### src/design/iws_pkg.sv
// ----------------------------------------------------------------------------
// iws_pkg
// Shared types, register indexes and constants for the interval watering
// sequencer.
// ----------------------------------------------------------------------------
package iws_pkg;

  // Sample and field widths
  localparam int unsigned SampleW  = 10;
  localparam int unsigned PctW     = 7;
  localparam int unsigned SecW     = 17;
  localparam int unsigned DurW     = 20;
  localparam int unsigned SettleW  = 16;
  localparam int unsigned ReasonW  = 2;

  // Converter resolution; bits above it are ignored on both samples.
  localparam int unsigned AdcBits  = 10;
  localparam logic [SampleW-1:0] AdcMask = SampleW'((32'd1 << AdcBits) - 32'd1);

  // Moisture map: raw DryRaw..WetRaw -> 0..FullPct percent.
  // (raw - DryRaw) * 100 / 580 == (raw - DryRaw) * 5 / 29; the 5/29 factor is
  // taken as a multiply by ceil(5 * 2^16 / 29) and a shift, exact for all
  // offsets below 580.
  localparam logic [SampleW-1:0] DryRaw   = SampleW'(300);
  localparam logic [SampleW-1:0] WetRaw   = SampleW'(880);
  localparam logic [PctW-1:0]    FullPct  = PctW'(100);
  localparam int unsigned        PctShift = 16;
  localparam int unsigned        PctRecip = 11300;
  localparam int unsigned        ProdW    = SampleW + 14;

  // Millisecond sub-counter
  localparam int unsigned        MsPerS = 1000;
  localparam int unsigned        MsW    = $clog2(MsPerS);
  localparam logic [MsW-1:0]     MsLast = MsW'(MsPerS - 1);

  // Stream payload widths, padded to whole bytes
  localparam int unsigned InDataW  = 24;
  localparam int unsigned OutDataW = 32;

  // Configuration port
  localparam int unsigned AddrW = 5;
  localparam int unsigned DataW = 32;

  typedef enum logic [2:0] {
    RegAutoEnable  = 3'd0,
    RegInterval    = 3'd1,
    RegDuration    = 3'd2,
    RegSettle      = 3'd3,
    RegWaterThresh = 3'd4,
    RegWetLimit    = 3'd5
  } cfg_reg_e;

  typedef enum logic [1:0] {
    PhIdle  = 2'd0,
    PhLead  = 2'd1,
    PhPump  = 2'd2,
    PhTrail = 2'd3
  } phase_e;

  typedef enum logic [ReasonW-1:0] {
    SkipNone     = 2'd0,
    SkipWet      = 2'd1,
    SkipStanding = 2'd2
  } skip_e;

  // Phase after p, passing over phases of zero length.
  function automatic phase_e next_phase(phase_e p, logic settle_zero, logic pump_zero);
    phase_e n;
    n = PhIdle;
    unique case (p)
      PhIdle: begin
        if (!settle_zero) n = PhLead;
        else if (!pump_zero) n = PhPump;
        else n = PhIdle;
      end
      PhLead: begin
        if (!pump_zero) n = PhPump;
        else if (!settle_zero) n = PhTrail;
        else n = PhIdle;
      end
      PhPump: begin
        if (!settle_zero) n = PhTrail;
        else n = PhIdle;
      end
      PhTrail: n = PhIdle;
      default: n = PhIdle;
    endcase
    return n;
  endfunction

endpackage

### src/design/interval_watering_sequencer_unit.sv
// ----------------------------------------------------------------------------
// interval_watering_sequencer_unit
// Millisecond-tick irrigation scheduler: interval timer, moisture and
// standing-water checks, valve/pump sequencing.
// ----------------------------------------------------------------------------
//
//  channel   dir  handshake              payload
//  --------  ---  ---------------------  ----------------------------------------
//  s_axis    in   tvalid / tready        tdata: soil_sample, standing_water_sample
//  m_axis    out  tvalid / tready        tdata: valve, pump, pct, secs, reason;
//                                        tlast: cycle_done
//  apb       in   psel/penable/pwrite    paddr, pwdata, prdata, pready (always 1)
//
//  One beat in gives one beat out. A beat sits in the input register, then the
//  tick logic runs and loads the result register; one beat is taken every
//  cycle while the input is not stalled.
//  The result register is the only thing that throttles the input: a beat is
//  taken while a finished result still waits, and the input stalls only when
//  both registers are full and m_axis_tready is low.
//  Reset clears the timer, the phase and both valid flags and loads the
//  register defaults.

module interval_watering_sequencer_unit (
  input  logic                            clk_i,
  input  logic                            rst_ni,
  // input stream
  input  logic                            s_axis_tvalid,
  output logic                            s_axis_tready,
  // [9:0] soil_sample, [19:10] standing_water_sample, [23:20] zero
  input  logic [iws_pkg::InDataW-1:0]     s_axis_tdata,
  // result stream
  output logic                            m_axis_tvalid,
  input  logic                            m_axis_tready,
  // [0] valve_open, [1] pump_on, [8:2] moisture_percent,
  // [25:9] seconds_left, [27:26] skip_reason, [31:28] zero
  output logic [iws_pkg::OutDataW-1:0]    m_axis_tdata,
  output logic                            m_axis_tlast,   // cycle_done
  // configuration
  input  logic                            psel,
  input  logic                            penable,
  input  logic                            pwrite,
  input  logic [iws_pkg::AddrW-1:0]       paddr,
  input  logic [iws_pkg::DataW-1:0]       pwdata,
  output logic [iws_pkg::DataW-1:0]       prdata,
  output logic                            pready
);

  localparam int unsigned SW = iws_pkg::SampleW;

  // --------------------------------------------------------------------------
  // Configuration registers
  // --------------------------------------------------------------------------
  logic                         auto_en_q;
  logic [iws_pkg::SecW-1:0]     interval_q;
  logic [iws_pkg::DurW-1:0]     duration_q;
  logic [iws_pkg::SettleW-1:0]  settle_q;
  logic [SW-1:0]                water_thr_q;
  logic [iws_pkg::PctW-1:0]     wet_limit_q;

  logic              cfg_wr;
  iws_pkg::cfg_reg_e cfg_sel;

  assign pready  = 1'b1;
  assign cfg_wr  = psel & penable & pwrite & pready;
  assign cfg_sel = iws_pkg::cfg_reg_e'(paddr[4:2]);

  always_ff @(posedge clk_i or negedge rst_ni) begin
    if (!rst_ni) begin
      auto_en_q   <= 1'b0;
      interval_q  <= iws_pkg::SecW'(60);
      duration_q  <= iws_pkg::DurW'(20000);
      settle_q    <= iws_pkg::SettleW'(2000);
      water_thr_q <= SW'(350);
      wet_limit_q <= iws_pkg::PctW'(70);
    end else if (cfg_wr) begin
      unique case (cfg_sel)
        iws_pkg::RegAutoEnable:  auto_en_q   <= pwdata[0];
        iws_pkg::RegInterval:    interval_q  <= pwdata[iws_pkg::SecW-1:0];
        iws_pkg::RegDuration:    duration_q  <= pwdata[iws_pkg::DurW-1:0];
        iws_pkg::RegSettle:      settle_q    <= pwdata[iws_pkg::SettleW-1:0];
        iws_pkg::RegWaterThresh: water_thr_q <= pwdata[SW-1:0];
        iws_pkg::RegWetLimit:    wet_limit_q <= pwdata[iws_pkg::PctW-1:0];
        default: ;  // unmapped address: drop the write
      endcase
    end
  end

  always_comb begin
    prdata = '0;
    unique case (cfg_sel)
      iws_pkg::RegAutoEnable:  prdata = iws_pkg::DataW'(auto_en_q);
      iws_pkg::RegInterval:    prdata = iws_pkg::DataW'(interval_q);
      iws_pkg::RegDuration:    prdata = iws_pkg::DataW'(duration_q);
      iws_pkg::RegSettle:      prdata = iws_pkg::DataW'(settle_q);
      iws_pkg::RegWaterThresh: prdata = iws_pkg::DataW'(water_thr_q);
      iws_pkg::RegWetLimit:    prdata = iws_pkg::DataW'(wet_limit_q);
      default:                 prdata = '0;
    endcase
  end

  // --------------------------------------------------------------------------
  // Input register and handshake
  // --------------------------------------------------------------------------
  logic          in_vld_q;
  logic [SW-1:0] soil_q;
  logic [SW-1:0] water_q;
  logic          out_vld_q;
  logic          advance;   // result register can take the tick in flight
  logic          fire;      // tick is processed this cycle

  assign advance       = !out_vld_q || m_axis_tready;
  assign fire          = in_vld_q && advance;
  assign s_axis_tready = !in_vld_q || advance;

  always_ff @(posedge clk_i or negedge rst_ni) begin
    if (!rst_ni) begin
      in_vld_q <= 1'b0;
    end else if (s_axis_tready) begin
      in_vld_q <= s_axis_tvalid;
    end
  end

  always_ff @(posedge clk_i) begin
    if (s_axis_tvalid && s_axis_tready) begin
      soil_q  <= s_axis_tdata[SW-1:0];
      water_q <= s_axis_tdata[2*SW-1:SW];
    end
  end

  // --------------------------------------------------------------------------
  // Tick logic
  // --------------------------------------------------------------------------
  // Time since last watering is kept as whole seconds plus a millisecond
  // sub-count, so the due compare and the seconds-left figure need no divide.
  logic [iws_pkg::SecW-1:0] since_s_q, since_s_d;
  logic [iws_pkg::MsW-1:0]  since_ms_q, since_ms_d;
  iws_pkg::phase_e          phase_q, phase_d;
  logic [iws_pkg::DurW-1:0] phase_ms_q, phase_ms_d;

  logic [SW-1:0]                soil, water, soil_off;
  logic [iws_pkg::ProdW-1:0]    pct_prod;
  logic [iws_pkg::PctW-1:0]     pct;
  logic [iws_pkg::SecW-1:0]     s_inc;
  logic [iws_pkg::MsW-1:0]      ms_inc;
  logic                         settle_zero, pump_zero;
  iws_pkg::phase_e              ph_a;
  logic [iws_pkg::DurW-1:0]     pms_a, pms_inc, ph_len;
  logic                         valve, pump, done;
  logic [iws_pkg::SecW-1:0]     secs;
  iws_pkg::skip_e               reason;

  assign soil        = soil_q & iws_pkg::AdcMask;
  assign water       = water_q & iws_pkg::AdcMask;
  assign settle_zero = (settle_q == '0);
  assign pump_zero   = (duration_q == '0);

  // moisture percent, clamped at both ends
  assign soil_off = soil - iws_pkg::DryRaw;
  assign pct_prod = iws_pkg::ProdW'(soil_off) * iws_pkg::ProdW'(iws_pkg::PctRecip);

  always_comb begin
    if (soil <= iws_pkg::DryRaw) begin
      pct = '0;
    end else if (soil >= iws_pkg::WetRaw) begin
      pct = iws_pkg::FullPct;
    end else begin
      pct = pct_prod[iws_pkg::PctShift +: iws_pkg::PctW];
    end
  end

  // advance the idle timer by one millisecond
  always_comb begin
    if (since_ms_q == iws_pkg::MsLast) begin
      ms_inc = '0;
      s_inc  = since_s_q + iws_pkg::SecW'(1);
    end else begin
      ms_inc = since_ms_q + iws_pkg::MsW'(1);
      s_inc  = since_s_q;
    end
  end

  always_comb begin
    since_s_d  = since_s_q;
    since_ms_d = since_ms_q;
    secs       = '0;
    reason     = iws_pkg::SkipNone;
    done       = 1'b0;
    valve      = 1'b0;
    pump       = 1'b0;
    ph_a       = phase_q;
    pms_a      = phase_ms_q;

    // idle: run the interval timer, check the due tick
    if (phase_q == iws_pkg::PhIdle) begin
      if (!auto_en_q) begin
        since_s_d  = '0;
        since_ms_d = '0;
        secs       = interval_q;
      end else if (s_inc >= interval_q) begin
        since_s_d  = '0;
        since_ms_d = '0;
        if (pct >= wet_limit_q) begin
          reason = iws_pkg::SkipWet;
        end else if (water > water_thr_q) begin
          reason = iws_pkg::SkipStanding;
        end else begin
          ph_a  = iws_pkg::next_phase(iws_pkg::PhIdle, settle_zero, pump_zero);
          pms_a = '0;
          if (ph_a == iws_pkg::PhIdle) done = 1'b1;
        end
      end else begin
        since_s_d  = s_inc;
        since_ms_d = ms_inc;
        // floor((interval*1000 - since) / 1000)
        secs = interval_q - s_inc - iws_pkg::SecW'(ms_inc != '0);
      end
    end

    // sequence: the due tick already counts as the first millisecond
    pms_inc = pms_a + iws_pkg::DurW'(1);
    ph_len  = (ph_a == iws_pkg::PhPump) ? duration_q : iws_pkg::DurW'(settle_q);
    phase_d    = ph_a;
    phase_ms_d = pms_a;
    if (ph_a != iws_pkg::PhIdle) begin
      valve = 1'b1;
      pump  = (ph_a == iws_pkg::PhPump);
      if (pms_inc >= ph_len) begin
        phase_d    = iws_pkg::next_phase(ph_a, settle_zero, pump_zero);
        phase_ms_d = '0;
        if (phase_d == iws_pkg::PhIdle) begin
          done       = 1'b1;
          since_s_d  = '0;
          since_ms_d = '0;
        end
      end else begin
        phase_ms_d = pms_inc;
      end
    end
  end

  always_ff @(posedge clk_i or negedge rst_ni) begin
    if (!rst_ni) begin
      since_s_q  <= '0;
      since_ms_q <= '0;
      phase_q    <= iws_pkg::PhIdle;
      phase_ms_q <= '0;
    end else if (fire) begin
      since_s_q  <= since_s_d;
      since_ms_q <= since_ms_d;
      phase_q    <= phase_d;
      phase_ms_q <= phase_ms_d;
    end
  end

  // --------------------------------------------------------------------------
  // Result register
  // --------------------------------------------------------------------------
  always_ff @(posedge clk_i or negedge rst_ni) begin
    if (!rst_ni) begin
      out_vld_q <= 1'b0;
    end else if (advance) begin
      out_vld_q <= in_vld_q;
    end
  end

  always_ff @(posedge clk_i) begin
    if (fire) begin
      m_axis_tdata <= {4'b0000, reason, secs, pct, pump, valve};
      m_axis_tlast <= done;
    end
  end

  assign m_axis_tvalid = out_vld_q;

  // --------------------------------------------------------------------------
  // Assertions
  // --------------------------------------------------------------------------
  // pump never runs with the valve closed
  a_pump_needs_valve: assert property (@(posedge clk_i) disable iff (!rst_ni)
    m_axis_tvalid |-> (m_axis_tdata[0] || !m_axis_tdata[1]))
    else $error("pump on with valve closed");

  // a skipped cycle is a due tick: no countdown, no drive, no finish
  a_skip_is_due: assert property (@(posedge clk_i) disable iff (!rst_ni)
    (m_axis_tvalid && m_axis_tdata[27:26] != 2'd0) |->
      (m_axis_tdata[25:9] == '0 && !m_axis_tdata[0] && !m_axis_tlast))
    else $error("skip reported outside a due tick");

  // countdown shows only while idle
  a_secs_idle: assert property (@(posedge clk_i) disable iff (!rst_ni)
    (m_axis_tvalid && m_axis_tdata[25:9] != '0) |-> !m_axis_tdata[0])
    else $error("seconds left shown while valve open");

  // reason code stays in range
  a_reason_range: assert property (@(posedge clk_i) disable iff (!rst_ni)
    m_axis_tvalid |-> (m_axis_tdata[27:26] != 2'd3))
    else $error("undefined skip reason");

  // timer is cleared whenever a sequence ends
  a_timer_clear: assert property (@(posedge clk_i) disable iff (!rst_ni)
    (fire && done) |=> (since_s_q == '0 && since_ms_q == '0))
    else $error("timer not restarted after cycle end");

endmodule

### config.mk
export PLATFORM = sky130hd
export DESIGN_NAME = interval_watering_sequencer_unit
export DESIGN_NICKNAME = d
export VERILOG_FILES = /design/src/design/iws_pkg.sv /design/src/design/interval_watering_sequencer_unit.sv
export SDC_FILE = /design/constraint.sdc
export NUM_CORES = 1
export LEC_CHECK = 0
export BUFFER_PORTS_ARGS = -buffer_cell sky130_fd_sc_hd__buf_4
export CAP_MARGIN = 20
export CORE_UTILIZATION = 53
export CTS_CLUSTER_SIZE = 25
export DETAILED_ROUTE_END_ITERATION = 8
export GPL_TIMING_DRIVEN = 0
export PLACE_DENSITY_LB_ADDON = 0.25
export SLEW_MARGIN = 20
export SYNTH_ARGS = -nofsm -noshare
export SYNTH_HDL_FRONTEND = slang
export SYNTH_SLANG_ARGS = --single-unit
### constraint.sdc
create_clock -name clk_i -period 25.6 [get_ports clk_i]
set_input_delay 3.84 -clock clk_i [delete_from_list [all_inputs] [get_ports clk_i]]
set_output_delay 3.84 -clock clk_i [all_outputs]
set_load 0.005 [all_outputs]
==> results.md <==
- Status: completed
- Yosys top cell area share: 19.2%
- Worst-Margin Slew: 1060 ps
- Most area-hungry cell type in the Yosys netlist: dfrtp_1
- Largest family of logic cells by synthesized area: adder cells
- Wire per inst: 18.2 µm
- GR Overflow Total: 0
- M1 WL: 13800 µm
- Crit start category: flip-flop
- WP data required: 25770 ps
- Multi-input gate area: 7520 µm²
- Synthesized area: 12800 µm²
- Max transition margin: 29.1%
- Initial Util: 54.2%
- Final net count: 1688
- Die W: 157 µm
- Initial antenna violation count: 0
- F_max: 89.5 MHz
- 1st-iter DRT viols: 770
- Slowest stage delay, CP: 530 ps
- Post-synthesis mux area share: 6.31%
- Synth Area in Compound Gates: 14.5%
- FF+latch count, synth: 171
- WP data arrival: 11340 ps
- Placer Congestion: 0.933
- Sequential cell area: 4550 µm²
- Max VDD drop: 0.0000484 V
- Cell variety after synth: 78
- Vias per Instance: 5.82
- GRT Util Overall: 27.6%
- Setup TNS: 0 ps
- Largest net degree at the start of global routing: 80
- PD cells: 79.0 nW/µm²
- Max Clock Skew: 10.6 ps
- Metal3 WL: 2600 µm
- Synth warn: 0
- Fin Hold WS: 496 ps
- Setup repair after global routing missed its margin: false
- Period Utilization, post-route: 43.7%
- Post-CTS Setup Bufs: 0
- Area share of xor/xnor cells in the synthesized design: 4.73%
- Vias in the first global route: 9931
- Number of enable flip-flop cells after synthesis: 49
- Post-Synth Simple-Gate Area: 14.6%
- Via Count: 10300
- Synth top area cells: dfrtp_1, ha_1, edfxtp_1
- Layout cells sized above 1: 18.4%
- Max-slew violation count: 0
- Asr flop ratio synth: 71.3%
- Hold-fix buffers at CTS: 0
- Hpwl dp: 25300 µm
- Post-cts sizing count: 0
- IO Count: 136
- CTS max path bufs: 2
- Port Buf Inserts: 99
- CTS root buf: clkbuf_16
- WL met2: 15000 µm
- Final Hold Vio Count: 0
- Worst skew pair latency: 440 ps
- DR pass1 iterations: 7
- Max layer used: met4
- H-tree depth: 4
- Routed WL: 32300 µm
- Avg Inst Size Synth: 9.73 µm²
- Core area: 23500 µm²
- Final setup violating endpoints: 0
- Setup CP Type: reg -> reg
- Pwr Total: 1160 µW
- Ant diodes: 0
- Hold Crit Class: reg -> reg
- Rows: 56
- Max Cap Viol: 0
- CP max-delay cell: xor2_1
- Synth Area in Adders: 18.3%
- DRC: 0
- CP Max Fanout: 10
- Die ar.: 24700 µm²
- Syn-to-layout area delta: 14.7%
- CTS tree: done
- DIE HEIGHT: 157 µm
- Seq/Total Area, Yosys: 35.7%
- Worst Setup End Kind: flip-flop
- Clock transition at path regs: 70 ps
- Clock Sinks: 171
- First-pass GRT wire length: 51900 µm
- # fillers: 1975
- Syn Inst Count: 1310
- CTS Buf Count: 17
- Static Leak: 0.00687 µW
- Tmin final: 11180 ps
- Routed Antenna Nets: 0
- Main synth FF type: dfrtp_1
- Util after Layout: 62.1%
- Most used cell, CP: ha_1
[cell families after synthesis]
family | Yosys count
and+or+nand+nor | 368
AOI/OAI and AO/OA | 280
adders and majority gates | 175
DFF | 171
other | 2
muxes | 74
xor gates and xnor gates | 68
buffers and inverters | 172
[report_power, final]
part           internal [µW]  leakage, µW  switching (µW)  total (µW)
registers                337      0.00199            36.8         374
clock network            160     0.000305             117         278
logic                    222      0.00457             282         504
[cell usage after synthesis (all sizes together), types with 13 or more instances]
library cell    n
nand2         129
dfrtp          98
nor3           25
o21ai         104
dfstp          24
xor2           28
nand2b         15
and2           14
edfxtp         49
a21o           16
mux2           51
a31oi          15
inv           107
nor2           67
xnor2          40
nand4          15
clkbuf         30
and3           19
ha            156
mux2i          23
fa             19
a21oi          38
nand3          29
buf            35
nor4           13
a22oi          16
a22o           16
[cell usage in the layout (no fill, tap or decap), types with 6 or more instances in the layout]
cell and count:
and2_1 14, clkbuf_1 30, nor4_1 12, fa_1 19
nor2b_1 10, a32o_1 12, dfrtp_1 98, conb_1 17
a31oi_1 14, o21ai_0 100, buf_2 14, ha_1 156
a22oi_1 16, or3_1 6, inv_1 105, clkbuf_16 18
edfxtp_1 49, nand3_1 27, mux2i_1 23, nand2b_1 15
nand4_1 14, xnor2_1 40, a22o_1 16, dfstp_2 24
nand2_1 128, o22ai_1 8, o31ai_1 11, buf_4 116
a21oi_1 38, a21o_1 16, and3_1 19, mux2_2 51
nor3_1 24, xor2_1 27, nor2_1 64
[layout make-up]
class                           count  area share [%]
Clock buffer                       19            3.10
Tap cell                          319            2.73
Clock inverter                     13            1.13
Buffer                             65            2.31
Timing Repair Buffer              101            5.48
Multi-Input combinational cell    982            51.4
Sequential cell                   171            31.1
Inverter                          107            2.75
[metrics by stage]
| stage | instances | setup slack [ps] | cell area, µm² |
|---|---|---|---|
| floorplan | 1325 | 16390 | 12800 |
| global placement | 1743 | 14700 | 14000 |
| detailed placement | 1745 | 14570 | 14000 |
| CTS | 1777 | 14530 | 14600 |
| global route | 1777 | 13640 | 14600 |
| finish | 1777 | 14420 | 14600 |
[routing by layer]
metal | vias to the layer above | track usage [%]
li1 | 4921 | -
met1 | 4928 | 36.9
met2 | 433 | 45.1
met3 | 55 | 4.13
met4 | 0 | 10.7
met5 | - | 0
[path summary, 6_finish.rpt]
path | start | to | slack (ps) | depth (start not counted)
setup / recovery | soil[2]$_DFFE_PP_ | m_axis_tlast$_DFFE_PP_ | 14420 | 42
hold / removal | in_vld_q$_DFFE_PN0N_ | m_axis_tvalid$_DFFE_PN0P_ | 500 | 1
setup reg to reg | soil[2]$_DFFE_PP_ | m_axis_tlast$_DFFE_PP_ | 14420 | 42
hold reg to reg | in_vld_q$_DFFE_PN0N_ | m_axis_tvalid$_DFFE_PN0P_ | 500 | 1
max in group asynchronous | rst_ni | wet_limit_q[1]$_DFFE_PN1P_ | 21510 | 2
min in group asynchronous | rst_ni | since_ms_q[8]$_DFFE_PN0P_ | 3320 | 1
[flip-flops by register name, summed over array words and instances, names as in the netlist, 16 cells and up]
| signal | count |
|---|---|
| settle_q | 16 |
| duration_q | 20 |
| since_s_q | 17 |
| phase_ms_q | 20 |
| m_axis_tdata | 28 |
| interval_q | 17 |
[critical path, delay by kind of cell, from the launching register on]
family | cells | cell delay (ps)
AO/OA/AOI/OAI | 14 | 4010
buffers and inverters | 6 | 990
AND/OR/NAND/NOR | 11 | 2130
adder cells (fa/ha/maj) | 8 | 2490
XOR/XNOR | 3 | 800
flip-flops | 1 | 450
No activity file was read; power rests on OpenSTA's default activity.
